[config.mk]
export PLATFORM = sky130hd
export DESIGN_NAME = packet_slot_ring_buffer
export DESIGN_NICKNAME = d
export VERILOG_FILES = /design/src/psrb_pkg.sv /design/src/psrb_ctrl.sv /design/src/psrb_datapath.sv /design/src/packet_slot_ring_buffer.sv
export SDC_FILE = /design/constraint.sdc
export NUM_CORES = 2
export LEC_CHECK = 0
export ABC_CLOCK_PERIOD_IN_PS = 6890
export BUFFER_PORTS_ARGS = -buffer_cell sky130_fd_sc_hd__buf_4
export CORE_MARGIN = 8
export CORE_UTILIZATION = 60
export CTS_CLUSTER_DIAMETER = 60
export DETAILED_ROUTE_END_ITERATION = 10
export PLACE_DENSITY_LB_ADDON = 0.2
export SLEW_MARGIN = 20
export SYNTH_ARGS = -nofsm -noshare
export SYNTH_HDL_FRONTEND = slang
export SYNTH_MEMORY_MAX_BITS = 65536
export SYNTH_SLANG_ARGS = --single-unit
[constraint.sdc]
create_clock -name clock -period 6.89 [get_ports clock]
set_input_delay 1.0335 -clock clock [delete_from_list [all_inputs] [get_ports clock]]
set_output_delay 1.0335 -clock clock [all_outputs]
set_load 0.02 [all_outputs]
[src/psrb_pkg.sv]
package psrb_pkg;

   // Defaults for the top level parameters.
   localparam int SLOTS_DEFAULT      = 8;
   localparam int SLOT_BYTES_DEFAULT = 64;

   // Field widths fixed by the interface.
   localparam int BYTE_W = 8;
   localparam int LEN_W  = 7;
   localparam int KIND_W = 2;

   // Length limit after reset.
   localparam logic [LEN_W-1:0] LIMIT_RESET = 7'd64;

   // Request command codes.
   localparam logic CMD_WRITE = 1'b0;
   localparam logic CMD_READ  = 1'b1;

   // Response kinds.
   localparam logic [KIND_W-1:0] KIND_WRITE_STATUS = 2'd0;
   localparam logic [KIND_W-1:0] KIND_READ_DATA    = 2'd1;
   localparam logic [KIND_W-1:0] KIND_READ_EMPTY   = 2'd2;

   // Commands from the controller to the datapath.
   typedef struct packed {
      logic write;       // accept one write byte
      logic read_start;  // accept a read request, look up the length
      logic emit_empty;  // place an empty response in the output register
      logic fetch;       // read the next packet byte from the store
      logic load;        // move the fetched byte into the output register
      logic finish;      // last byte delivered: free the slot, advance the read pointer
   } ctrl_cmd_type;

   // Status from the datapath to the controller.
   typedef struct packed {
      logic out_free;    // output register can take a response this cycle
      logic rd_hit;      // slot under the read pointer holds a ready packet
      logic more;        // bytes of the packet remain to be fetched
      logic pending;     // a fetched byte waits for the output register
   } ctrl_status_type;

endpackage

[src/psrb_ctrl.sv]
module psrb_ctrl (
   input  logic                      clock,
   input  logic                      reset,
   input  logic                      req_valid,
   input  logic                      req_cmd,
   output logic                      req_stall,
   input  psrb_pkg::ctrl_status_type status,
   output psrb_pkg::ctrl_cmd_type    cmd
);

   localparam logic [1:0] ST_IDLE   = 2'd0;
   localparam logic [1:0] ST_CHECK  = 2'd1;
   localparam logic [1:0] ST_STREAM = 2'd2;

   logic [1:0] state_ff;
   logic [1:0] state_in;

   always_comb begin
      state_in  = state_ff;
      cmd       = '0;
      req_stall = 1'b1;
      case (state_ff)
         ST_IDLE: begin
            // A request may leave a response behind, so room is required.
            req_stall = !status.out_free;
            if (req_valid && status.out_free) begin
               if (req_cmd == psrb_pkg::CMD_WRITE) begin
                  cmd.write = 1'b1;
               end else begin
                  cmd.read_start = 1'b1;
                  state_in       = ST_CHECK;
               end
            end
         end
         ST_CHECK: begin
            if (!status.rd_hit) begin
               if (status.out_free) begin
                  cmd.emit_empty = 1'b1;
                  state_in       = ST_IDLE;
               end
            end else begin
               state_in = ST_STREAM;
            end
         end
         ST_STREAM: begin
            cmd.load   = status.pending && status.out_free;
            cmd.fetch  = status.more && (!status.pending || cmd.load);
            cmd.finish = cmd.load && !status.more;
            if (cmd.finish) begin
               state_in = ST_IDLE;
            end
         end
         default: begin
            state_in = ST_IDLE;
         end
      endcase
   end

   always_ff @(posedge clock) begin
      if (reset) begin
         state_ff <= ST_IDLE;
      end else begin
         state_ff <= state_in;
      end
   end

endmodule

[src/psrb_datapath.sv]
module psrb_datapath #(
   parameter int SLOTS      = psrb_pkg::SLOTS_DEFAULT,
   parameter int SLOT_BYTES = psrb_pkg::SLOT_BYTES_DEFAULT
) (
   input  logic                              clock,
   input  logic                              reset,
   input  logic                              csr_wr_en,
   input  logic [psrb_pkg::LEN_W-1:0]        csr_wr_data,
   input  logic [psrb_pkg::BYTE_W-1:0]       req_data_byte,
   input  logic                              req_last_byte,
   input  psrb_pkg::ctrl_cmd_type            cmd,
   output psrb_pkg::ctrl_status_type         status,
   input  logic                              rsp_stall,
   output logic                              rsp_valid,
   output logic [psrb_pkg::KIND_W-1:0]       rsp_result_kind,
   output logic [psrb_pkg::BYTE_W-1:0]       rsp_out_byte,
   output logic                              rsp_out_last,
   output logic                              rsp_write_ok,
   output logic [psrb_pkg::LEN_W-1:0]        rsp_packet_length
);

   localparam int SLOT_W = $clog2(SLOTS);
   localparam int ADDR_W = $clog2(SLOTS * SLOT_BYTES);
   localparam int LEN_W  = psrb_pkg::LEN_W;
   localparam int BYTE_W = psrb_pkg::BYTE_W;

   function automatic logic [SLOT_W-1:0] next_slot(input logic [SLOT_W-1:0] s);
      if (s == SLOT_W'(SLOTS - 1)) begin
         next_slot = '0;
      end else begin
         next_slot = s + 1'b1;
      end
   endfunction

   // Memories.
   logic [BYTE_W-1:0] store_mem [SLOTS*SLOT_BYTES];
   logic [LEN_W-1:0]  len_mem   [SLOTS];

   // Control state.
   logic [LEN_W-1:0]  limit_ff;
   logic [SLOTS-1:0]  ready_ff, ready_in;
   logic [SLOT_W-1:0] rp_ff, rp_in;
   logic [SLOT_W-1:0] wp_ff, wp_in;
   logic [SLOT_W-1:0] cws_ff, cws_in;
   logic [LEN_W-1:0]  bw_ff, bw_in;
   logic              open_ff, open_in;
   logic              too_long_ff, too_long_in;
   logic [LEN_W-1:0]  fetch_idx_ff, fetch_idx_in;
   logic              pending_ff, pending_in;
   logic              rsp_valid_ff, rsp_valid_in;

   // Payload registers.
   logic [LEN_W-1:0]  rd_len_ff;
   logic [BYTE_W-1:0] rd_data_ff;
   logic [psrb_pkg::KIND_W-1:0] kind_ff;
   logic [BYTE_W-1:0] byte_ff;
   logic              last_ff;
   logic              ok_ff;
   logic [LEN_W-1:0]  len_ff;

   // Write path.
   logic [LEN_W-1:0]  limit;
   logic              start;
   logic              flush;
   logic [SLOT_W-1:0] wr_slot;
   logic [LEN_W-1:0]  bw_cur;
   logic              over;
   logic [LEN_W-1:0]  bw_new;
   logic              tl_new;
   logic              wr_ok;
   logic              wr_done;
   logic [ADDR_W-1:0] wr_addr;
   logic [ADDR_W-1:0] rd_addr;
   logic              load_any;

   assign limit   = (limit_ff > LEN_W'(SLOT_BYTES)) ? LEN_W'(SLOT_BYTES) : limit_ff;
   assign start   = !open_ff;
   assign flush   = start && ready_ff[wp_ff] && (&ready_ff);
   assign wr_slot = start ? (flush ? '0 : wp_ff) : cws_ff;
   assign bw_cur  = start ? '0 : bw_ff;
   assign over    = (bw_cur >= limit);
   assign bw_new  = over ? bw_cur : bw_cur + 1'b1;
   assign tl_new  = (!start && too_long_ff) || over;
   assign wr_ok   = !tl_new && (bw_new != '0);
   assign wr_done = cmd.write && req_last_byte;
   assign wr_addr = ADDR_W'(wr_slot) * ADDR_W'(SLOT_BYTES) + ADDR_W'(bw_cur);
   assign rd_addr = ADDR_W'(rp_ff) * ADDR_W'(SLOT_BYTES) + ADDR_W'(fetch_idx_ff);

   always_comb begin
      ready_in     = ready_ff;
      rp_in        = rp_ff;
      wp_in        = wp_ff;
      cws_in       = cws_ff;
      bw_in        = bw_ff;
      open_in      = open_ff;
      too_long_in  = too_long_ff;
      fetch_idx_in = fetch_idx_ff;
      pending_in   = pending_ff;

      if (cmd.write) begin
         if (flush) begin
            ready_in = '0;
            rp_in    = '0;
            wp_in    = SLOT_W'(1);
         end
         if (start) begin
            ready_in[wr_slot] = 1'b0;
         end
         cws_in      = wr_slot;
         bw_in       = bw_new;
         too_long_in = tl_new;
         open_in     = !req_last_byte;
         if (wr_done && wr_ok) begin
            ready_in[wr_slot] = 1'b1;
            wp_in             = next_slot(wr_slot);
         end
      end

      if (cmd.read_start) begin
         fetch_idx_in = '0;
         pending_in   = 1'b0;
      end
      if (cmd.fetch) begin
         fetch_idx_in = fetch_idx_ff + 1'b1;
         pending_in   = 1'b1;
      end else if (cmd.load) begin
         pending_in = 1'b0;
      end
      if (cmd.finish) begin
         ready_in[rp_ff] = 1'b0;
         rp_in           = next_slot(rp_ff);
      end
   end

   assign load_any = wr_done || cmd.emit_empty || cmd.load;

   always_comb begin
      rsp_valid_in = rsp_valid_ff;
      if (load_any) begin
         rsp_valid_in = 1'b1;
      end else if (!rsp_stall) begin
         rsp_valid_in = 1'b0;
      end
   end

   always_ff @(posedge clock) begin
      if (reset) begin
         limit_ff     <= psrb_pkg::LIMIT_RESET;
         ready_ff     <= '0;
         rp_ff        <= '0;
         wp_ff        <= '0;
         cws_ff       <= '0;
         bw_ff        <= '0;
         open_ff      <= 1'b0;
         too_long_ff  <= 1'b0;
         fetch_idx_ff <= '0;
         pending_ff   <= 1'b0;
         rsp_valid_ff <= 1'b0;
      end else begin
         if (csr_wr_en) begin
            limit_ff <= csr_wr_data;
         end
         ready_ff     <= ready_in;
         rp_ff        <= rp_in;
         wp_ff        <= wp_in;
         cws_ff       <= cws_in;
         bw_ff        <= bw_in;
         open_ff      <= open_in;
         too_long_ff  <= too_long_in;
         fetch_idx_ff <= fetch_idx_in;
         pending_ff   <= pending_in;
         rsp_valid_ff <= rsp_valid_in;
      end
   end

   // Packet store and slot length table.
   always_ff @(posedge clock) begin
      if (cmd.write && !over) begin
         store_mem[wr_addr] <= req_data_byte;
      end
      if (cmd.fetch) begin
         rd_data_ff <= store_mem[rd_addr];
      end
   end

   always_ff @(posedge clock) begin
      if (wr_done && wr_ok) begin
         len_mem[wr_slot] <= bw_new;
      end
      if (cmd.read_start) begin
         rd_len_ff <= len_mem[rp_ff];
      end
   end

   // Output register payload.
   always_ff @(posedge clock) begin
      if (wr_done) begin
         kind_ff <= psrb_pkg::KIND_WRITE_STATUS;
         byte_ff <= '0;
         last_ff <= 1'b1;
         ok_ff   <= wr_ok;
         len_ff  <= wr_ok ? bw_new : '0;
      end else if (cmd.emit_empty) begin
         kind_ff <= psrb_pkg::KIND_READ_EMPTY;
         byte_ff <= '0;
         last_ff <= 1'b1;
         ok_ff   <= 1'b0;
         len_ff  <= '0;
      end else if (cmd.load) begin
         kind_ff <= psrb_pkg::KIND_READ_DATA;
         byte_ff <= rd_data_ff;
         last_ff <= (fetch_idx_ff == rd_len_ff);
         ok_ff   <= 1'b0;
         len_ff  <= rd_len_ff;
      end
   end

   assign status.out_free = !rsp_valid_ff || !rsp_stall;
   assign status.rd_hit   = ready_ff[rp_ff] && (rd_len_ff != '0);
   assign status.more     = (fetch_idx_ff < rd_len_ff);
   assign status.pending  = pending_ff;

   assign rsp_valid         = rsp_valid_ff;
   assign rsp_result_kind   = kind_ff;
   assign rsp_out_byte      = byte_ff;
   assign rsp_out_last      = last_ff;
   assign rsp_write_ok      = ok_ff;
   assign rsp_packet_length = len_ff;

endmodule

[src/packet_slot_ring_buffer.sv]
// Packet ring buffer with SLOTS fixed slots of SLOT_BYTES bytes each. A write request carries
// one packet byte; the byte flagged last closes the packet and produces one write status
// response (stored with its length, or rejected with length 0 when the packet exceeded the
// length limit, which is the smaller of the configured limit and SLOT_BYTES). Write requests
// are taken one per cycle as long as the output register can take a response; any request,
// write or read, is held off while a response waits in a stalled output register. A packet
// that starts while every slot holds a ready packet flushes the whole buffer and lands in
// slot 0. A read request streams the oldest ready packet as one response per byte, the final
// one flagged last, or returns a single empty response. A read takes the request and looks
// up the slot length, then checks the slot, then performs the registered packet store read,
// then delivers one byte per cycle while the response side does not stall; an empty read
// ends after the check, once the output register can take its response. No further
// requests are taken while a read is streaming. The length limit may be written at any time
// the block is idle.
module packet_slot_ring_buffer #(
   parameter int SLOTS      = psrb_pkg::SLOTS_DEFAULT,
   parameter int SLOT_BYTES = psrb_pkg::SLOT_BYTES_DEFAULT
) (
   input  logic                         clock,
   input  logic                         reset,

   // Configuration: packet length limit.
   input  logic                         csr_wr_en,
   input  logic [psrb_pkg::LEN_W-1:0]   csr_wr_data,

   // Request channel.
   input  logic                         req_valid,
   output logic                         req_stall,
   input  logic                         req_cmd,
   input  logic [psrb_pkg::BYTE_W-1:0]  req_data_byte,
   input  logic                         req_last_byte,

   // Response channel.
   output logic                         rsp_valid,
   input  logic                         rsp_stall,
   output logic [psrb_pkg::KIND_W-1:0]  rsp_result_kind,
   output logic [psrb_pkg::BYTE_W-1:0]  rsp_out_byte,
   output logic                         rsp_out_last,
   output logic                         rsp_write_ok,
   output logic [psrb_pkg::LEN_W-1:0]   rsp_packet_length
);

   // The controller sequences requests and read streams; the datapath owns the
   // pointers, slot ready bits, memories and the output register.
   psrb_pkg::ctrl_cmd_type    cmd;
   psrb_pkg::ctrl_status_type status;

   psrb_ctrl u_ctrl (
      .clock     (clock),
      .reset     (reset),
      .req_valid (req_valid),
      .req_cmd   (req_cmd),
      .req_stall (req_stall),
      .status    (status),
      .cmd       (cmd)
   );

   psrb_datapath #(
      .SLOTS      (SLOTS),
      .SLOT_BYTES (SLOT_BYTES)
   ) u_datapath (
      .clock             (clock),
      .reset             (reset),
      .csr_wr_en         (csr_wr_en),
      .csr_wr_data       (csr_wr_data),
      .req_data_byte     (req_data_byte),
      .req_last_byte     (req_last_byte),
      .cmd               (cmd),
      .status            (status),
      .rsp_stall         (rsp_stall),
      .rsp_valid         (rsp_valid),
      .rsp_result_kind   (rsp_result_kind),
      .rsp_out_byte      (rsp_out_byte),
      .rsp_out_last      (rsp_out_last),
      .rsp_write_ok      (rsp_write_ok),
      .rsp_packet_length (rsp_packet_length)
   );

endmodule

==> impl_results.md <==
- Worst hold-check path type: primary input to flop
- Core box area: 276,000 µm²
- Worst VDD drop: 0.000235 V
- Largest net degree at the start of global routing: 157
- Crit path largest cell delay: 0.87 ns
- Syn Std Cell Area: 166,000 µm²
- Starting DRT DRC Count: 12.2k
- Met1 WL: 166,000 µm
- Final core occ: 0.664
- Post-route minimum period: 5.35 ns
- Chip height: 542 µm
- Final Slew Violations: 0
- CP max-delay cell: a211oi_2
- Setup CP Type: flop to flop
- Fin Setup TNS: 0 ns
- Die ar.: 294,000 µm²
- Sequential share of the synthesized area: 0.761
- Total GRT Usage: 0.288
- Share of layout cells above drive strength 1: 0.172
- Via count of the first global-routing pass: 85.1k
- Final net count: 8,665
- CTS root buf: clkbuf_16
- Max Clk Rate: 187 MHz
- Cell chain of the critical path: nand2_1 > ha_1 > nand2b_1 > a211o_1 > a211oi_2 > and3_1 > nand2_4 > buf_4 > nor2_1
- Global-route wire length before repair: 616,000 µm
- Port Buf Inserts: 42
- Mapped Nets: 8,598
- Finish-stage setup viols: 0
- Area grow syn2layout: 10.4%
- CP Max Fanout: 22
- FF+latch count, synth: 4,230
- Setup crit end kind: flop
- Hold Path Depth: 2
- Slew of the pin with the lowest slew margin: 1.19 ns
- Initial Util: 0.602
- Synth area leader: edfxtp_1
- Worst reg2reg setup slack: 1.54 ns
- Vias per std cell: 6.89
- PwrDens: 282 nW/µm²
- Sink Count: 4,230
- Headroom to the max-slew limit: 0.186
- R2R Path Start: u_datapath.open_ff
- Syn Area/Cell: 19.4 µm²
- Top cells by area, synth: edfxtp_1, mux4_2, mux2i_1
- Status: complete, no violations
- Final Hold Viols: 0
- Cell depth of the worst flop-to-flop path: 9
- Min-delay src: req_last_byte
- I/O pins: 43
- Async SR Flop Fraction: 0
- Buf/Inv on CP: 1
- Width of the die: 542 µm
- Most numerous cell in the Yosys netlist: edfxtp_1
- Critical Path AT: 5.92 ns
- Clk_skew: 0.0427 ns
- Worst-Skew Late Latency: 0.96 ns
- CTS buffer count: 408
- Most frequent cells after synthesis: edfxtp_1, mux2i_1, mux4_2
- Most used DFF post-synth: edfxtp_1
- CTS tree: built
- Reg2reg end: u_datapath.store_mem[162][1]
- Post-DP HPWL: 258,000 µm
- Crit share post-route: 0.776
- Gp weighted congestion: 0.901
- Clock edge transition at the registers on the reported setup and hold paths: 0.07 ns
- Netlist cell types: 74
- Initial antenna violation count: 13
- Final WL: 430,000 µm
- Highest routed layer: met5
- Row Count: 193
- Post-cts sizing count: 0
- Leakage: 54.1 nW
- Setup bufs post-CTS: 0
- Required time of the worst setup path: 7.46 ns
- Syn Inst Count: 8,549
- Synth top area share: 0.755
- Max_cap viols: 0
- Crit path launch type: flop
- EDFF count, synth: 4,175
- Hold-fix buffers at CTS: 0
- Worst-case clock buffer depth: 4
- DRC viols: 0
- H-Tree Depth: 5
- Total power: 51.7 mW
- RSZ-0062 raised after global routing: false
- Worst path top cell family by delay: simple AND/OR/NAND/NOR gates
- Met2 wire length: 199,000 µm
- Syn. warnings: 0
- Hold EP: u_datapath.open_ff
- DR vias: 87.4k
- Antenna-violating nets left: 0
- Drt pass-1 iters: 11
- Final hold slack: 0.317 ns
- Met3 wire length: 44,700 µm
- Total grt overflow: 0
- Wire per inst: 33.9 µm
-- state kept, by name, summed over array words and instances (netlist names), 2 cells and up --
| signal | flops |
|---|---|
| u_datapath.ready_ff | 8 |
| u_datapath.rsp_out_byte | 8 |
| u_ctrl.state_ff | 2 |
| u_datapath.fetch_idx_ff | 7 |
| u_datapath.cws_ff | 3 |
| u_datapath.len_mem | 56 |
| u_datapath.store_mem | 4096 |
| u_datapath.rsp_result_kind | 2 |
| u_datapath.rd_len_ff | 7 |
| u_datapath.limit_ff | 7 |
| u_datapath.rp_ff | 3 |
| u_datapath.rd_data_ff | 8 |
| u_datapath.bw_ff | 7 |
| u_datapath.wp_ff | 3 |
| u_datapath.rsp_packet_length | 7 |
-- cell type report --
cell class,instances,area [µm²]
sequential,4230,126000
fill,17500,92600
multi-input combinational,3744,36500
clock buffer,475,10600
tap,3705,4640
clock inverter,280,2880
timing repair buffer,193,2130
inverter,39,154
antenna,12,30.0
-- layer usage --
layer / vias up / global-route usage
met5: - / 0
met4: 6 / 0.115
met3: 1006 / 0.0539
met2: 6055 / 0.442
met1: 44800 / 0.415
li1: 35500 / -
-- logic make-up after synthesis --
family          after synthesis  share of synthesized area
flops                      4230                      0.761
mux                        1479                      0.141
simple gates               1130                     0.0294
compound gates             1099                     0.0455
buf+inv                     575                     0.0204
fa+ha+maj                    27                    0.00203
xor+xnor                      9                   0.000520
-- report_power, final --
group / internal [mW] / leakage, nW / switching [mW]
sequential: 28.3 / 38.0 / 0.0209
combinational: 0.184 / 9.54 / 0.729
clock: 12.9 / 6.52 / 9.61
total: 41.4 / 54.1 / 10.4
-- worst max path at each step --
stage	start	end	slack (ns)	cells after the start
final	u_datapath.open_ff	u_datapath.store_mem[162][1]	1.54	9
after global routing	u_datapath.open_ff	u_datapath.store_mem[179][5]	1.21	9
after CTS	u_datapath.open_ff	u_datapath.store_mem[179][5]	1.57	9
after detailed placement	u_datapath.open_ff	u_datapath.store_mem[179][4]	1.62	9
after global placement	u_datapath.open_ff	u_datapath.store_mem[179][4]	1.71	9
after floorplan	u_datapath.open_ff	u_datapath.len_mem[5][0]	3.38	13
-- through the flow --
| stage | instance area (µm²) | instances | setup WS, ns |
|---|---|---|---|
| 3_3_place_gp | 170000 | 11900 | 1.71 |
| 6_report | 183000 | 12700 | 1.54 |
| 2_1_floorplan | 166000 | 8549 | 3.38 |
| 5_1_grt | 183000 | 12700 | 1.21 |
| 4_1_cts | 183000 | 12700 | 1.57 |
| 3_5_place_dp | 170000 | 11900 | 1.62 |
-- cells in the final DEF (no fill, tap or decap), types with 28 or more instances in the layout --
| master | count |
|---|---|
| clkbuf_1 | 60 |
| o221ai_1 | 340 |
| inv_1 | 36 |
| nor2_1 | 635 |
| edfxtp_1 | 4175 |
| a22oi_1 | 35 |
| dfxtp_1 | 50 |
| o21ai_0 | 161 |
| nor3_1 | 90 |
| buf_4 | 136 |
| nand3_1 | 59 |
| clkinv_1 | 79 |
| bufinv_16 | 49 |
| o22ai_1 | 196 |
| a21oi_1 | 210 |
| mux4_2 | 662 |
| mux2i_1 | 794 |
| nand2_1 | 168 |
| clkinvlp_4 | 35 |
| a211oi_1 | 61 |
| clkinv_2 | 76 |
| a31oi_1 | 28 |
| clkbuf_16 | 415 |
| buf_12 | 48 |
Power figures use the tool's default switching activity.
